--- config.mk ---
export PLATFORM = sky130hd
export DESIGN_NAME = source_tokenizer_top
export DESIGN_NICKNAME = d
export VERILOG_FILES = /design/src/sv/stok_pkg.sv /design/src/sv/stok_lexer.sv /design/src/sv/stok_outbuf.sv /design/src/sv/source_tokenizer_top.sv
export SDC_FILE = /design/constraint.sdc
export NUM_CORES = 1
export LEC_CHECK = 0
export ABC_AREA = 1
export BUFFER_PORTS_ARGS = -buffer_cell sky130_fd_sc_hd__buf_4
export CORE_MARGIN = 2
export CORE_UTILIZATION = 50
export CTS_CLUSTER_SIZE = 14
export DETAILED_ROUTE_END_ITERATION = 7
export PLACE_DENSITY_LB_ADDON = 0.3
export SYNTH_ARGS = -nofsm -noshare
export SYNTH_HDL_FRONTEND = slang
export SYNTH_SLANG_ARGS = --single-unit
--- constraint.sdc ---
create_clock -name clk_i -period 7.5 [get_ports clk_i]
set_input_delay 0.375 -clock clk_i [delete_from_list [all_inputs] [get_ports clk_i]]
set_output_delay 0.375 -clock clk_i [all_outputs]
set_load 0.03 [all_outputs]
--- src/sv/stok_pkg.sv ---
// ----------------------------------------------------------------------------
// stok_pkg
// Shared types and codes of the source tokenizer.
// ----------------------------------------------------------------------------
package stok_pkg;

  localparam int POS_BITS = 24;
  localparam int FIELD_W  = 24;

  localparam logic [1:0] K_TOKEN = 2'd0;
  localparam logic [1:0] K_CHAR  = 2'd1;
  localparam logic [1:0] K_ERROR = 2'd2;
  localparam logic [1:0] K_END   = 2'd3;

  localparam logic [4:0] T_IDENT  = 5'd7;
  localparam logic [4:0] T_INT    = 5'd8;
  localparam logic [4:0] T_FLOAT  = 5'd9;
  localparam logic [4:0] T_STRING = 5'd10;
  localparam logic [4:0] T_DIV    = 5'd22;
  localparam logic [4:0] T_DOT    = 5'd24;
  localparam logic [4:0] T_COL    = 5'd25;
  localparam logic [4:0] T_DCOL   = 5'd26;
  localparam logic [4:0] T_NONE   = 5'd0;

  localparam logic [1:0] E_UNRECOG = 2'd0;
  localparam logic [1:0] E_UNTERM  = 2'd1;
  localparam logic [1:0] E_TOOLONG = 2'd2;

  typedef struct packed {
    logic [7:0] ch;
    logic       end_of_text;
  } in_t;

  typedef struct packed {
    logic [1:0]         kind;
    logic [4:0]         token_type;
    logic [FIELD_W-1:0] start_pos;
    logic [FIELD_W-1:0] length;
    logic [7:0]         char_value;
    logic [1:0]         error_code;
    logic               last;
  } out_t;

  typedef struct packed {
    logic [1:0]       n;
    out_t [2:0]       items;
  } res_t;

endpackage

--- src/sv/stok_lexer.sv ---
// ----------------------------------------------------------------------------
// stok_lexer
// Lexer state and the per-byte step that forms up to three results.
// ----------------------------------------------------------------------------
module stok_lexer import stok_pkg::*; (
  input  logic clk_i,
  input  logic rst_ni,
  input  logic acc_i,
  input  in_t  in_i,
  output res_t res_o
);

  typedef enum logic [3:0] {
    M_IDLE, M_SLASH, M_LINE, M_BLOCK, M_BSTAR, M_IDENT, M_INT,
    M_INTDOT, M_FLOAT, M_STR, M_ESC, M_COLON, M_ERROR
  } mode_e;

  localparam logic [71:0] KW_STR [7] = '{"if", "else", "for", "while",
                                          "namespace", "fn", "return"};
  localparam logic [3:0]  KW_LEN [7] = '{4'd2, 4'd4, 4'd3, 4'd5, 4'd9, 4'd2, 4'd6};

  mode_e               mode_q, mode_d;
  logic [POS_BITS-1:0] pos_q, pos_d, start_q, start_d, len;
  logic [6:0]          alive_q, alive_d;
  logic [3:0]          idx;
  logic [4:0]          id_type, pc;
  out_t [2:0]          r;
  logic [1:0]          n;
  logic                go;
  logic [7:0]          c;

  function automatic out_t mk(logic [1:0] k, logic [4:0] t, logic [FIELD_W-1:0] s,
                              logic [FIELD_W-1:0] l, logic [7:0] v, logic [1:0] e);
    out_t o;
    o.kind = k; o.token_type = t; o.start_pos = s; o.length = l;
    o.char_value = v; o.error_code = e; o.last = 1'b0;
    return o;
  endfunction

  function automatic logic [6:0] kw_next(logic [6:0] a, logic [7:0] ch, logic [3:0] j);
    logic [6:0] m;
    m = a;
    for (int k = 0; k < 7; k++) begin
      if (a[k]) begin
        if (j >= KW_LEN[k]) m[k] = 1'b0;
        else if (KW_STR[k][8*(KW_LEN[k]-1-j) +: 8] != ch) m[k] = 1'b0;
      end
    end
    return m;
  endfunction

  function automatic logic [4:0] punct(logic [7:0] ch);
    logic [4:0] t;
    unique case (ch)
      "(": t = 5'd11;
      ")": t = 5'd12;
      "{": t = 5'd13;
      "}": t = 5'd14;
      "[": t = 5'd15;
      "]": t = 5'd16;
      ",": t = 5'd17;
      "=": t = 5'd18;
      "+": t = 5'd19;
      "-": t = 5'd20;
      "*": t = 5'd21;
      "/": t = 5'd22;
      "^": t = 5'd23;
      ".": t = 5'd24;
      default: t = T_NONE;
    endcase
    return t;
  endfunction

  function automatic logic is_alpha(logic [7:0] ch);
    return (ch >= "a" && ch <= "z") || (ch >= "A" && ch <= "Z");
  endfunction

  function automatic logic is_digit(logic [7:0] ch);
    return ch >= "0" && ch <= "9";
  endfunction

  assign c   = in_i.ch;
  assign len = pos_q - start_q;
  assign idx = (len > POS_BITS'(8)) ? 4'hF : len[3:0];
  assign pc  = punct(c);

  always_comb begin
    id_type = T_IDENT;
    for (int k = 6; k >= 0; k--) begin
      if (alive_q[k] && len == POS_BITS'(KW_LEN[k])) id_type = 5'(k);
    end
  end

  always_comb begin
    mode_d  = mode_q;
    pos_d   = pos_q;
    start_d = start_q;
    alive_d = alive_q;
    r       = '0;
    n       = 2'd0;
    go      = 1'b0;
    if (in_i.end_of_text) begin
      case (mode_q)
        M_SLASH: begin
          r[n] = mk(K_TOKEN, T_DIV, FIELD_W'(start_q), FIELD_W'(1), 8'd0, 2'd0);
          n = n + 2'd1;
        end
        M_IDENT: begin
          r[n] = mk(K_TOKEN, id_type, FIELD_W'(start_q), FIELD_W'(len), 8'd0, 2'd0);
          n = n + 2'd1;
        end
        M_INT: begin
          r[n] = mk(K_TOKEN, T_INT, FIELD_W'(start_q), FIELD_W'(len), 8'd0, 2'd0);
          n = n + 2'd1;
        end
        M_FLOAT: begin
          r[n] = mk(K_TOKEN, T_FLOAT, FIELD_W'(start_q), FIELD_W'(len), 8'd0, 2'd0);
          n = n + 2'd1;
        end
        M_INTDOT: begin
          r[n] = mk(K_TOKEN, T_INT, FIELD_W'(start_q),
                    FIELD_W'(len - POS_BITS'(1)), 8'd0, 2'd0);
          n = n + 2'd1;
          r[n] = mk(K_TOKEN, T_DOT, FIELD_W'(pos_q - POS_BITS'(1)), FIELD_W'(1),
                    8'd0, 2'd0);
          n = n + 2'd1;
        end
        M_COLON: begin
          r[n] = mk(K_TOKEN, T_COL, FIELD_W'(start_q), FIELD_W'(1), 8'd0, 2'd0);
          n = n + 2'd1;
        end
        M_STR, M_ESC: begin
          r[n] = mk(K_ERROR, T_NONE, FIELD_W'(start_q), FIELD_W'(len), 8'd0, E_UNTERM);
          n = n + 2'd1;
        end
        default: ;
      endcase
      r[n] = mk(K_END, T_NONE, '0, '0, 8'd0, 2'd0);
      n = n + 2'd1;
      mode_d  = M_IDLE;
      pos_d   = '0;
      start_d = '0;
      alive_d = '0;
    end else if (mode_q != M_ERROR) begin
      if (pos_q == '1) begin
        r[n] = mk(K_ERROR, T_NONE, FIELD_W'(pos_q), '0, 8'd0, E_TOOLONG);
        n = n + 2'd1;
        mode_d = M_ERROR;
      end else begin
        pos_d = pos_q + POS_BITS'(1);
        case (mode_q)
          M_SLASH: begin
            if (c == "/") mode_d = M_LINE;
            else if (c == "*") mode_d = M_BLOCK;
            else begin
              r[n] = mk(K_TOKEN, T_DIV, FIELD_W'(start_q), FIELD_W'(1), 8'd0, 2'd0);
              n = n + 2'd1;
              go = 1'b1;
            end
          end
          M_LINE:  if (c == 8'h0A) mode_d = M_IDLE;
          M_BLOCK: if (c == "*") mode_d = M_BSTAR;
          M_BSTAR: begin
            if (c == "/") mode_d = M_IDLE;
            else if (c != "*") mode_d = M_BLOCK;
          end
          M_IDENT: begin
            if (is_alpha(c) || is_digit(c) || c == "_") alive_d = kw_next(alive_q, c, idx);
            else begin
              r[n] = mk(K_TOKEN, id_type, FIELD_W'(start_q), FIELD_W'(len), 8'd0, 2'd0);
              n = n + 2'd1;
              go = 1'b1;
            end
          end
          M_INT: begin
            if (c == ".") mode_d = M_INTDOT;
            else if (!is_digit(c)) begin
              r[n] = mk(K_TOKEN, T_INT, FIELD_W'(start_q), FIELD_W'(len), 8'd0, 2'd0);
              n = n + 2'd1;
              go = 1'b1;
            end
          end
          M_INTDOT: begin
            if (is_digit(c)) mode_d = M_FLOAT;
            else begin
              r[n] = mk(K_TOKEN, T_INT, FIELD_W'(start_q),
                        FIELD_W'(len - POS_BITS'(1)), 8'd0, 2'd0);
              n = n + 2'd1;
              r[n] = mk(K_TOKEN, T_DOT, FIELD_W'(pos_q - POS_BITS'(1)), FIELD_W'(1),
                        8'd0, 2'd0);
              n = n + 2'd1;
              go = 1'b1;
            end
          end
          M_FLOAT: begin
            if (!is_digit(c)) begin
              r[n] = mk(K_TOKEN, T_FLOAT, FIELD_W'(start_q), FIELD_W'(len), 8'd0, 2'd0);
              n = n + 2'd1;
              go = 1'b1;
            end
          end
          M_STR: begin
            if (c == "\"") begin
              r[n] = mk(K_TOKEN, T_STRING, FIELD_W'(start_q),
                        FIELD_W'(len + POS_BITS'(1)), 8'd0, 2'd0);
              n = n + 2'd1;
              mode_d = M_IDLE;
            end else if (c == "\\") mode_d = M_ESC;
            else begin
              r[n] = mk(K_CHAR, T_NONE, '0, '0, c, 2'd0);
              n = n + 2'd1;
            end
          end
          M_ESC: begin
            if (c == "n") begin
              r[n] = mk(K_CHAR, T_NONE, '0, '0, 8'h0A, 2'd0);
              n = n + 2'd1;
            end else if (c == "t") begin
              r[n] = mk(K_CHAR, T_NONE, '0, '0, 8'h09, 2'd0);
              n = n + 2'd1;
            end else if (c == "\"" || c == "\\") begin
              r[n] = mk(K_CHAR, T_NONE, '0, '0, c, 2'd0);
              n = n + 2'd1;
            end else begin
              r[n] = mk(K_CHAR, T_NONE, '0, '0, "\\", 2'd0);
              n = n + 2'd1;
              r[n] = mk(K_CHAR, T_NONE, '0, '0, c, 2'd0);
              n = n + 2'd1;
            end
            mode_d = M_STR;
          end
          M_COLON: begin
            if (c == ":") begin
              r[n] = mk(K_TOKEN, T_DCOL, FIELD_W'(start_q), FIELD_W'(2), 8'd0, 2'd0);
              n = n + 2'd1;
              mode_d = M_IDLE;
            end else begin
              r[n] = mk(K_TOKEN, T_COL, FIELD_W'(start_q), FIELD_W'(1), 8'd0, 2'd0);
              n = n + 2'd1;
              go = 1'b1;
            end
          end
          default: go = 1'b1;
        endcase
        if (go) begin
          mode_d  = M_IDLE;
          start_d = pos_q;
          if (c == " " || (c >= 8'd9 && c <= 8'd13)) mode_d = M_IDLE;
          else if (c == "/") mode_d = M_SLASH;
          else if (is_alpha(c)) begin
            alive_d = kw_next(7'h7F, c, 4'd0);
            mode_d  = M_IDENT;
          end else if (is_digit(c)) mode_d = M_INT;
          else if (c == "\"") mode_d = M_STR;
          else if (c == ":") mode_d = M_COLON;
          else if (pc != T_NONE) begin
            r[n] = mk(K_TOKEN, pc, FIELD_W'(pos_q), FIELD_W'(1), 8'd0, 2'd0);
            n = n + 2'd1;
          end else begin
            r[n] = mk(K_ERROR, T_NONE, FIELD_W'(pos_q), FIELD_W'(1), 8'd0, E_UNRECOG);
            n = n + 2'd1;
            mode_d = M_ERROR;
          end
        end
      end
    end
    if (n != 2'd0) r[n - 2'd1].last = 1'b1;
  end

  assign res_o.n     = n;
  assign res_o.items = r;

  always_ff @(posedge clk_i or negedge rst_ni) begin
    if (!rst_ni) begin
      mode_q  <= M_IDLE;
      pos_q   <= '0;
      start_q <= '0;
      alive_q <= '0;
    end else if (acc_i) begin
      mode_q  <= mode_d;
      pos_q   <= pos_d;
      start_q <= start_d;
      alive_q <= alive_d;
    end
  end

endmodule

--- src/sv/stok_outbuf.sv ---
// ----------------------------------------------------------------------------
// stok_outbuf
// Result register holding up to three results of one byte, drained in order.
// ----------------------------------------------------------------------------
module stok_outbuf import stok_pkg::*; (
  input  logic clk_i,
  input  logic rst_ni,
  input  logic load_i,
  input  res_t res_i,
  output logic ready_o,
  output logic out_valid_o,
  input  logic out_ready_i,
  output out_t out_data_o
);

  out_t [2:0] ent_q;
  logic [1:0] cnt_q;
  logic       pop;

  assign out_valid_o = cnt_q != 2'd0;
  assign out_data_o  = ent_q[0];
  assign pop         = out_valid_o && out_ready_i;
  assign ready_o     = (cnt_q == 2'd0) || (cnt_q == 2'd1 && out_ready_i);

  always_ff @(posedge clk_i or negedge rst_ni) begin
    if (!rst_ni) begin
      cnt_q <= 2'd0;
    end else if (load_i) begin
      cnt_q <= res_i.n;
    end else if (pop) begin
      cnt_q <= cnt_q - 2'd1;
    end
  end

  always_ff @(posedge clk_i) begin
    if (load_i) begin
      ent_q <= res_i.items;
    end else if (pop) begin
      ent_q <= {ent_q[2], ent_q[2:1]};
    end
  end

  a_load_free: assert property (@(posedge clk_i) disable iff (!rst_ni)
    load_i |-> (cnt_q == 2'd0 || (cnt_q == 2'd1 && pop)))
    else $error("load while results pending");
  a_load_cnt: assert property (@(posedge clk_i) disable iff (!rst_ni)
    load_i |=> cnt_q == $past(res_i.n))
    else $error("result count not loaded");
  a_last_end: assert property (@(posedge clk_i) disable iff (!rst_ni)
    out_valid_o && out_data_o.last |-> cnt_q == 2'd1)
    else $error("last flag not on final result");

endmodule

--- src/sv/source_tokenizer_top.sv ---
// ----------------------------------------------------------------------------
// source_tokenizer_top
// Streaming tokenizer: one source byte per transfer in, tokens out.
// ----------------------------------------------------------------------------
// One byte is taken per clock cycle while the result register can take it. Each
// byte yields zero to three results, which leave one per cycle, while the sink
// is ready, from a three-entry result register; a new byte is taken while the
// last pending result is being transferred, so with a ready sink the rate is one
// byte per cycle whenever bytes yield at most one result. The first result of a
// byte is available in the cycle after the byte transfer.
module source_tokenizer_top import stok_pkg::*; (
  input  logic clk_i,
  input  logic rst_ni,
  input  logic in_valid_i,
  output logic in_ready_o,
  input  in_t  in_data_i,
  output logic out_valid_o,
  input  logic out_ready_i,
  output out_t out_data_o
);

  res_t res;
  logic acc;

  assign acc = in_valid_i && in_ready_o;

  stok_lexer u_lexer (
    .clk_i  (clk_i),
    .rst_ni (rst_ni),
    .acc_i  (acc),
    .in_i   (in_data_i),
    .res_o  (res)
  );

  stok_outbuf u_outbuf (
    .clk_i       (clk_i),
    .rst_ni      (rst_ni),
    .load_i      (acc),
    .res_i       (res),
    .ready_o     (in_ready_o),
    .out_valid_o (out_valid_o),
    .out_ready_i (out_ready_i),
    .out_data_o  (out_data_o)
  );

endmodule

* Word-level counts from Yosys, hierarchy flattened *
Index checks and enable logic that the tools add are counted.

word-level totals
  register bits after elaboration = 259
  bits of input ports = 13
  logic and storage cells = 341

cells by class
  add/subtract/negate cells = 15
  order comparisons = 21
  equality and inequality tests = 65
  shift-type cells = 7
  multiplexer cells = 166
  bitwise logic cells = 3
  reduce and logical (&&, ||, !) cells = 38

operators with widths
  cell                                                         number
  two-way mux 198 bit                                          12
  two-way mux 66 bit                                           18
  bitwise mux 198 bit                                          3
  case mux 66 bit (8 select lines)                             1
  indexed part select 72 x 33 -> 8 bit (first input constant)  7
  case mux 66 bit (7 select lines)                             1
  demux 66 bit (select 2 bit)                                  3
  two-way mux 132 bit                                          2
  AND 128 x 192 -> 192 bit                                     1
  inverter 192 bit                                             1
  two-way mux 24 bit                                           7
  case mux 66 bit (2 select lines)                             1
  two-way mux 130 bit                                          1
  two-way mux 65 bit                                           2
  two-way mux 64 bit                                           2
  two-way mux 63 bit                                           2
  equality test 8 x 6 -> 1 bit (second input constant)         12
  two-way mux 4 bit                                            23
  equality test 24 x 3 -> 1 bit (second input constant)        3
  equality test 8 x 7 -> 1 bit (second input constant)         9
  case mux 5 bit (14 select lines)                             1
  two-way mux 7 bit                                            9
  two-way mux 62 bit                                           1
  two-way mux 61 bit                                           1
  other kinds (58)                                             192

* Depth between registers and ports, before layout *
Gate-level depths: netlist of run 1.

  depth in word-level cells = 30
  mapped depth = 37
  gate-level depth less buffers = 36

* Cells and area by module *
Synthesis of run 1 repeated with hierarchy kept, for this count alone.

unflattened totals
  cells, all modules = 2987
  area, all modules = 20888.8 µm²

modules (own cells, without submodules)
  module                times used  cells each  area each (µm²)  sequential area each (µm²)
  stok_lexer            1           2134        12032.8          1476.4
  stok_outbuf           1           851         8848.5           5995.8
  source_tokenizer_top  1           2           7.5              0.0

* Worst setup path before layout of run 1 *
Ideal clock, no wire load.

  kind = register to register
  start = register u_lexer.pos_q[0]
  end = register u_lexer.alive_q[5]
  library setup time = 0.065 ns
  arrival time = 4.281 ns
  data required time = 7.435 ns
  setup slack = 3.154 ns
  cell stages (with the launch flop) = 34
  path buffers = 1
  clock period less this slack = 4.346 ns
  cells stage by stage = dfrtp_1 inv_1 clkbuf_1 ha_1 inv_1 fa_1 nand3_1 nand3_1 nand2_1 nand2_1 nand2_1 nand3_1 nand2_2 nand2_4 inv_2 nand2_2 nor2_4 nand2_2 nor2_8 nand2_4 inv_2 ha_1 ha_1 nor2_1 nand2_1 o21ai_0 nand3_1 a21oi_1 nand2_1 o21ai_1 nand3_1 nand2_1 nand2_1 nand2_1

between the ends
  cells in the longest elaborated chain, start to end = 18
  elaborated cells between the ends (all ways) = 22
  those cells by class = 2 x add/sub; 2 x order compare; 3 x eq/ne; 1 x shift; 13 x mux; 1 x reduce/logical

RTL lines
  item                                     RTL line           text
  start: declaration                       stok_lexer.sv:23   logic [POS_BITS-1:0] pos_q, pos_d, start_q, start_d, len;
  start signal: assignment                 stok_lexer.sv:281  pos_q <= pos_d;
  subtractor 24 bit                        stok_lexer.sv:83   assign len = pos_q - start_q;
  greater-than comparator 24 x 4 -> 1 bit  stok_lexer.sv:84   assign idx = (len > POS_BITS'(8)) ? 4'hF : len[3:0];
  two-way mux 4 bit                        stok_lexer.sv:84
  subtractor 1 x 4 -> 5 bit                stok_lexer.sv:46   else if (KW_STR[k][8*(KW_LEN[k]-1-j) +: 8] != ch) m[k] = 1'b0;
  indexed part select 72 x 33 -> 8 bit     stok_lexer.sv:46
  inequality test 8 bit                    stok_lexer.sv:46
  two-way mux 1 bit                        stok_lexer.sv:46
  two-way mux 1 bit                        stok_lexer.sv:45   if (j >= KW_LEN[k]) m[k] = 1'b0;
  [2 not listed]                           n/a
  two-way mux 7 bit                        stok_lexer.sv:151  case (mode_q)
  two-way mux 7 bit                        stok_lexer.sv:250  else if (is_alpha(c)) begin
  two-way mux 7 bit                        stok_lexer.sv:249  else if (c == "/") mode_d = M_SLASH;
  two-way mux 7 bit                        stok_lexer.sv:248  if (c == " " || (c >= 8'd9 && c <= 8'd13)) mode_d = M_IDLE;
  two-way mux 7 bit                        stok_lexer.sv:245  if (go) begin
  two-way mux 7 bit                        stok_lexer.sv:145  if (pos_q == '1) begin
  two-way mux 7 bit                        stok_lexer.sv:144  end else if (mode_q != M_ERROR) begin
  two-way mux 7 bit                        stok_lexer.sv:102  if (in_i.end_of_text) begin
  end signal: assignment                   stok_lexer.sv:283  alive_q <= alive_d;
  end: declaration                         stok_lexer.sv:24   logic [6:0] alive_q, alive_d;

Parallel ways exist; a longest one is shown, timed or not. The select of a mux whose other input is x is not followed.
A chain may end at the register's enable or synchronous reset.

* Final worst setup path of run 1 *
Ends and elaborated chain as after synthesis.

==> results of run 1 <==
[registers in the layout (all words and copies together) (netlist names)]
register             flops
u_outbuf.ent_q          75
u_outbuf.out_data_o     66
u_lexer.pos_q           24
u_lexer.start_q         24
u_lexer.alive_q          7
u_lexer.mode_q           4
u_outbuf.cnt_q           2
[area by class of cell]
| cell class | count | area share (%) |
|---|---|---|
| multi-input cells | 1834 | 50.84 |
| flip-flops and latches | 202 | 30.83 |
| inverters | 354 | 7.118 |
| repair buffers | 95 | 3.817 |
| clock buffers | 29 | 3.422 |
| well taps | 455 | 3.047 |
| clock inverters | 15 | 0.9308 |
[per-stage QoR]
stage               instance area (um^2)  hold WS (ps)
floorplan                          17460         79.41
global placement                   17870         488.9
detailed placement                 17870         492.5
CTS                                18690         3.336
global route                       18690         37.68
finish                             18690        -12.35
[cell families after synthesis]
kind of cell	share of synthesized area, %
compound gates	16.03
xor+xnor	2.358
fa+ha+maj	3.555
buf+inv	12.69
flops	32.99
other cells	0.02148
simple gates	32.35
[critical path, delay by kind of cell (launching register included)]
kind / cells / cell delay [ps]
AND/OR/NAND/NOR: 19 / 2790
adder cells (fa/ha/maj): 4 / 1230
buffers and inverters: 4 / 660
flip-flops: 1 / 400
AO/OA/AOI/OAI: 3 / 380
[synthesized netlist by cell type (all sizes together), types with 16 or more instances]
cell / number / area [um^2]
o211ai: 24 / 180.2
nand3: 156 / 828.3
nand2: 669 / 2664
edfxtp: 141 / 4234
o21ai: 174 / 874.6
nor3: 60 / 342.8
o22ai: 35 / 219.0
nor4: 16 / 106.4
nor2: 319 / 1323
xor2: 45 / 394.1
dfrtp: 61 / 1526
clkbuf: 60 / 225.2
buf: 97 / 661.9
a21oi: 92 / 464.2
nand4: 40 / 286.5
inv: 343 / 1287
o221ai: 30 / 262.8
ha: 48 / 600.6
a31oi: 49 / 306.5
[how the worst max path moves through the flow]
stage | cells after the start | to | start | slack, ps
after floorplan | 33 | u_lexer.alive_q[5] | u_lexer.pos_q[0] | 3150
after global placement | 30 | u_lexer.alive_q[5] | u_lexer.pos_q[0] | 2170
after CTS | 30 | u_lexer.alive_q[5] | u_lexer.pos_q[0] | 2070
after global routing | 30 | u_lexer.alive_q[5] | u_lexer.pos_q[0] | 1530
after detailed placement | 30 | u_lexer.alive_q[5] | u_lexer.pos_q[0] | 2130
final | 30 | u_lexer.alive_q[5] | u_lexer.pos_q[0] | 1920
[layer usage]
| layer | part of all wire, % | routed length (um) | vias to the layer above | global-route usage (%) |
|---|---|---|---|---|
| met5 | 0 | 0 | - | 0 |
| met3 | 8.9 | 5633 | 206 | 4.177 |
| met1 | 40 | 25170 | 8398 | 45.04 |
| li1 | - | - | 8358 | - |
| met2 | 46 | 29200 | 1045 | 56.15 |
| met4 | 5.1 | 3234 | 0 | 17.14 |
==> impl_metrics.prom, run 1 <==
# TYPE chip_impl_metric gauge
chip_impl_info{name="run_status",value="finished with violations"} 1
chip_impl_info{name="violations_in_the_final_reports",value="negative hold slack"} 1
chip_impl_metric{name="synthesized_netlist_cell_count",unit=""} 2547
chip_impl_metric{name="cts_resized",unit=""} 0
chip_impl_metric{name="dr_total_vias",unit=""} 18007
chip_impl_metric{name="numPlacedInstances",unit=""} 2940
chip_impl_metric{name="drt_iter0_drc",unit=""} 2008
chip_impl_metric{name="insertion_delay",unit="ps"} 550
chip_impl_metric{name="drive_gt1_share",unit="%"} 10.20
chip_impl_metric{name="nets",unit=""} 2573
chip_impl_metric{name="global_placement_routability_congestion",unit=""} 1.004
chip_impl_metric{name="antenna_found_initial",unit=""} 0
chip_impl_metric{name="die_width",unit="um"} 190.9
chip_impl_metric{name="num_rows",unit=""} 68
chip_impl_metric{name="drt_first_pass_iters",unit=""} 6
chip_impl_metric{name="remaining_drc_errors",unit=""} 0
chip_impl_metric{name="placement.io_buffers",unit=""} 80
chip_impl_metric{name="worst-endpoint-required",unit="ps"} 7960
chip_impl_metric{name="final.setup.tns",unit="ps"} 0
chip_impl_metric{name="place.detailed.hpwl",unit="um"} 46860
chip_impl_metric{name="inserted_clock_buffers",unit=""} 24
chip_impl_info{name="critPathMostFrequentCell",value="sky130_fd_sc_hd__nand2_1"} 1
chip_impl_info{name="criticalPathCategory",value="register to register"} 1
chip_impl_info{name="min-delay-path-class",value="input port to asynchronous set/reset pin"} 1
chip_impl_metric{name="synth_cell_types",unit=""} 64
chip_impl_metric{name="register_area",unit="um^2"} 5761
chip_impl_metric{name="num-fill-cells",unit=""} 3376
chip_impl_info{name="critical_path.endpoint_type",value="register"} 1
chip_impl_info{name="ctsRootBufferMaster",value="sky130_fd_sc_hd__clkbuf_16"} 1
chip_impl_metric{name="ys.warnings.count",unit=""} 0
chip_impl_metric{name="initial_utilization",unit="%"} 50.67
chip_impl_metric{name="tightestPinTransition",unit="ps"} 1238
chip_impl_metric{name="critical_path.max_stage_delay",unit="ps"} 470
chip_impl_metric{name="syn_nets",unit=""} 2609
chip_impl_info{name="setup.worst_path.start_class",value="register"} 1
chip_impl_metric{name="ctsLongestPathBuffers",unit=""} 3
chip_impl_metric{name="pre_cts_slack",unit="ps"} 2128
chip_impl_metric{name="synth.avg_cell_area",unit="um^2"} 6.855
chip_impl_metric{name="area_growth_syn_to_layout",unit="%"} 7.023
chip_impl_metric{name="finalClockSkew",unit="ps"} 31.43
chip_impl_metric{name="first_global_vias",unit=""} 17029
chip_impl_metric{name="antenna_left",unit=""} 0
chip_impl_metric{name="postSynth.asyncResetShare",unit="%"} 30.20
chip_impl_metric{name="timing.critical_path.fanout_max",unit=""} 13
chip_impl_metric{name="cts_num_sinks",unit=""} 202
chip_impl_metric{name="timing_limited_maximum_frequency",unit="GHz"} 0.1792
chip_impl_metric{name="layout_worst_path_cycle_share",unit="%"} 74.42
chip_impl_metric{name="wire_per_inst",unit="um"} 21.19
chip_impl_metric{name="worst-endpoint-arrival",unit="ps"} 6040
chip_impl_metric{name="postCtsSetupBuffers",unit=""} 0
chip_impl_metric{name="timing.hold.ws",unit="ps"} -12.35
chip_impl_info{name="worstReg2RegEnd",value="u_lexer.alive_q[5]"} 1
chip_impl_metric{name="rrSetupSlack",unit="ps"} 1920
chip_impl_metric{name="hold_fails_final_rpt",unit=""} 24
chip_impl_info{name="grt_setup_unrepaired",value="false"} 1
chip_impl_metric{name="global_route.usage.total",unit="%"} 34.40
chip_impl_info{name="ys_dominant_reg_cell",value="sky130_fd_sc_hd__edfxtp_1"} 1
chip_impl_metric{name="postRouteWirelength",unit="um"} 63230
chip_impl_info{name="crit-reg2reg-launch",value="u_lexer.pos_q[0]"} 1
chip_impl_metric{name="syn-cell-area",unit="um^2"} 17460
chip_impl_metric{name="post_layout_nonfiller_instances",unit=""} 2984
chip_impl_metric{name="grt_pass1_wl",unit="um"} 96930
chip_impl_metric{name="synth_edf_count",unit=""} 141
chip_impl_metric{name="diodes",unit=""} 0
chip_impl_info{name="mostFrequentLayoutCells",value="622 x sky130_fd_sc_hd__nand2_1, 315 x sky130_fd_sc_hd__inv_1, 293 x sky130_fd_sc_hd__nor2_1"} 1
chip_impl_metric{name="timing.final.ws_setup",unit="ps"} 1919
chip_impl_metric{name="fp.dieArea",unit="um^2"} 36430
chip_impl_metric{name="max_cap_violations",unit=""} 0
chip_impl_metric{name="globalRoute.totalOverflow",unit=""} 0
chip_impl_metric{name="reg2reg_depth",unit=""} 30
chip_impl_metric{name="top_level_ports",unit=""} 81
chip_impl_metric{name="slew_headroom",unit="%"} 17.27
chip_impl_metric{name="worst_setup_hold_path_clk_slew",unit="ps"} 60
chip_impl_metric{name="grt_max_degree",unit=""} 68
chip_impl_metric{name="postSynthRegisterBits",unit=""} 202
chip_impl_metric{name="fin_util",unit="%"} 54.23
chip_impl_info{name="crit_slowest_cell",value="sky130_fd_sc_hd__fa_1"} 1
chip_impl_metric{name="htree_num_levels",unit=""} 1
chip_impl_info{name="cts_tree",value="done"} 1
chip_impl_metric{name="placeableCoreArea",unit="um^2"} 34460
chip_impl_metric{name="setup_viol",unit=""} 0
chip_impl_metric{name="final_min_period",unit="ps"} 5581
chip_impl_metric{name="multiInputGateArea",unit="um^2"} 9499
chip_impl_metric{name="synth_sequential_area_ratio",unit="%"} 32.99
chip_impl_metric{name="final-max-slew-violation-count",unit=""} 0
chip_impl_info{name="layout.cells.most_common",value="sky130_fd_sc_hd__nand2_1"} 1
chip_impl_metric{name="die_h",unit="um"} 190.9
chip_impl_metric{name="hold_buffers",unit=""} 0
chip_impl_metric{name="route.detailed.vias_per_inst",unit=""} 6.035
Power of run 1 is left out: the tool's default activity adds up to more than one toggle a clock period on the data nets, which glitch-free logic cannot reach.
==> run 2: changes to the inputs <==
clock period = 5.33 ns   (was 7.5 ns; I/O delays follow)
==> run 2 against run 1 <==
  * The flow now finishes without violations
  * Final cell count increased by 1.3%
  * Via count increased by 1.0%
  * Critical path depth decreased by 1
  * Worst setup slack got worse by 1400 ps
  * Sequential share of layout area decreased by 0.43 points
  * Global-route usage decreased by 0.51 points
  * Non-clock buffer count increased by 37
  * Cell area increased by 1.4%
  * Largest cell class unchanged
  * Highest routed layer unchanged
==> impl_metrics.prom, run 2 (same netlist as run 1, synthesis figures left out) <==
# TYPE chip_impl_metric gauge
chip_impl_info{name="run_status",value="completed"} 1
chip_impl_metric{name="globalRoute.totalOverflow",unit=""} 0
chip_impl_info{name="crit-reg2reg-launch",value="u_lexer.pos_q[0]"} 1
chip_impl_metric{name="final_min_period",unit="ps"} 4778
chip_impl_metric{name="num_rows",unit=""} 68
chip_impl_info{name="grt_setup_unrepaired",value="false"} 1
chip_impl_info{name="critical_path.endpoint_type",value="register"} 1
chip_impl_info{name="cp-startpoint",value="u_lexer.pos_q[0]"} 1
chip_impl_info{name="kind_of_cell_adding_the_most_delay_to_the_critical_path",value="simple AND/OR/NAND/NOR gates"} 1
chip_impl_info{name="critPathMostFrequentCell",value="sky130_fd_sc_hd__nand2_1"} 1
chip_impl_metric{name="antenna_left",unit=""} 0
chip_impl_metric{name="drt_first_pass_iters",unit=""} 6
chip_impl_metric{name="finalClockSkew",unit="ps"} 17.38
chip_impl_metric{name="final.setup.tns",unit="ps"} 0
chip_impl_metric{name="drive_gt1_share",unit="%"} 11.30
chip_impl_metric{name="inserted_clock_buffers",unit=""} 24
chip_impl_metric{name="die_h",unit="um"} 190.9
chip_impl_metric{name="route.detailed.vias_per_inst",unit=""} 6.019
chip_impl_metric{name="remaining_drc_errors",unit=""} 0
chip_impl_metric{name="fin_util",unit="%"} 54.99
chip_impl_metric{name="num-fill-cells",unit=""} 3420
chip_impl_metric{name="hold_fails_final_rpt",unit=""} 0
chip_impl_metric{name="grt_max_degree",unit=""} 75
chip_impl_metric{name="area_growth_syn_to_layout",unit="%"} 8.528
chip_impl_metric{name="dr_total_vias",unit=""} 18188
chip_impl_metric{name="global_placement_routability_congestion",unit=""} 1.007
chip_impl_metric{name="initial_utilization",unit="%"} 50.67
chip_impl_metric{name="critical_path.n_buffers_inverters",unit=""} 7
chip_impl_metric{name="grt_util_met1",unit="%"} 44.42
chip_impl_metric{name="post_layout_nonfiller_instances",unit=""} 3022
chip_impl_metric{name="top_level_ports",unit=""} 81
chip_impl_metric{name="largest_reg_flops",unit=""} 75
chip_impl_metric{name="timing_limited_maximum_frequency",unit="GHz"} 0.2093
chip_impl_metric{name="placeableCoreArea",unit="um^2"} 34460
chip_impl_metric{name="slew_headroom",unit="%"} 11.55
chip_impl_metric{name="place.detailed.hpwl",unit="um"} 46890
chip_impl_metric{name="placement.io_buffers",unit=""} 80
chip_impl_metric{name="die_width",unit="um"} 190.9
chip_impl_metric{name="worst_setup_hold_path_clk_slew",unit="ps"} 70
chip_impl_info{name="layout.cells.most_common",value="sky130_fd_sc_hd__nand2_1"} 1
chip_impl_metric{name="worst-endpoint-required",unit="ps"} 5790
chip_impl_info{name="mostFrequentLayoutCells",value="622 x sky130_fd_sc_hd__nand2_1, 315 x sky130_fd_sc_hd__inv_1, 294 x sky130_fd_sc_hd__nor2_1"} 1
chip_impl_metric{name="tightestPinTransition",unit="ps"} 1324
chip_impl_metric{name="antenna_found_initial",unit=""} 1
chip_impl_metric{name="nets",unit=""} 2610
chip_impl_metric{name="global_route.usage.total",unit="%"} 33.88
chip_impl_metric{name="setup_viol",unit=""} 0
chip_impl_metric{name="hold_buffers",unit=""} 1
chip_impl_info{name="grt.busiest_layer",value="met2"} 1
chip_impl_info{name="min-delay-path-class",value="input port to register"} 1
chip_impl_metric{name="globalRouteMet2Util",unit="%"} 54.92
chip_impl_info{name="criticalPathCategory",value="register to register"} 1
chip_impl_metric{name="critical_path.max_stage_delay",unit="ps"} 450
chip_impl_metric{name="worst-endpoint-arrival",unit="ps"} 5240
chip_impl_info{name="cts_tree",value="done"} 1
chip_impl_info{name="ctsRootBufferMaster",value="sky130_fd_sc_hd__clkbuf_16"} 1
chip_impl_info{name="hold_start",value="in_data_i[7]"} 1
chip_impl_metric{name="final-max-slew-violation-count",unit=""} 0
chip_impl_metric{name="wire_per_inst",unit="um"} 20.69
chip_impl_metric{name="grt_util_met3",unit="%"} 4.325
chip_impl_metric{name="insertion_delay",unit="ps"} 540
chip_impl_metric{name="layout_worst_path_cycle_share",unit="%"} 89.64
chip_impl_metric{name="numPlacedInstances",unit=""} 2976
chip_impl_metric{name="ctsLongestPathBuffers",unit=""} 3
chip_impl_info{name="register_with_the_most_flip_flops",value="u_outbuf.ent_q"} 1
chip_impl_metric{name="grt_pass1_wl",unit="um"} 96050
chip_impl_metric{name="cts_resized",unit=""} 0
chip_impl_metric{name="timing.critical_path.fanout_max",unit=""} 14
chip_impl_metric{name="first_global_vias",unit=""} 17153
chip_impl_info{name="setup.worst_path.start_class",value="register"} 1
chip_impl_metric{name="postRouteWirelength",unit="um"} 62540
chip_impl_metric{name="max_cap_violations",unit=""} 0
chip_impl_metric{name="htree_num_levels",unit=""} 1
chip_impl_metric{name="postCtsSetupBuffers",unit=""} 0
chip_impl_metric{name="drt_iter0_drc",unit=""} 1908
chip_impl_metric{name="cts_num_sinks",unit=""} 202
chip_impl_metric{name="fp.dieArea",unit="um^2"} 36430
chip_impl_info{name="crit_slowest_cell",value="sky130_fd_sc_hd__fa_1"} 1
run 2: path summary, 6_finish.rpt:
check | end | slack [ps] | depth (start not counted)
min | u_outbuf.out_data_o[9] | 140 | 3
min reg2reg | u_outbuf.cnt_q[1] | 510 | 2
max | u_lexer.alive_q[4] | 550 | 29
max reg2reg | u_lexer.alive_q[4] | 550 | 29
max in group asynchronous | u_lexer.alive_q[1] | 4300 | 2
min in group asynchronous | u_lexer.start_q[18] | 410 | 2
run 2: through the flow:
stage | hold WS, ps | area, um^2 | setup WS (ps)
after global routing | 128.0 | 18950 | 124.1
final | 140.8 | 18950 | 552.1
after global placement | 429.0 | 18140 | 718.9
after detailed placement | 432.3 | 18140 | 644.4
after floorplan | -29.09 | 17460 | 984.2
after CTS | 106.7 | 18950 | 605.4
run 2: final cells by class:
cell class / instances / area (um^2) / area share (%)
clock inverters: 9 / 123.9 / 0.6537
flip-flops and latches: 202 / 5761 / 30.40
well taps: 455 / 569.3 / 3.004
diodes: 1 / 2.502 / 0.01321
repair buffers: 132 / 993.5 / 5.243
clock buffers: 35 / 671.9 / 3.546
multi-input cells: 1834 / 9497 / 50.12
inverters: 354 / 1330 / 7.019
run 2: routing by layer:
layer / vias up / share of wire [%]
met5: - / 0
met4: 0 / 5.1
met3: 197 / 8.8
met2: 984 / 45
met1: 8540 / 41
li1: 8467 / -
run 2: worst reg2reg max path: cells and delay by family, from the launching register on:
| family | cells | cell delay [ps] |
|---|---|---|
| simple gates | 17 | 1940 |
| buf+inv | 7 | 840 |
| fa+ha+maj | 3 | 920 |
| flops | 1 | 400 |
| compound gates | 2 | 590 |
Power of run 2 is left out for the same reason.
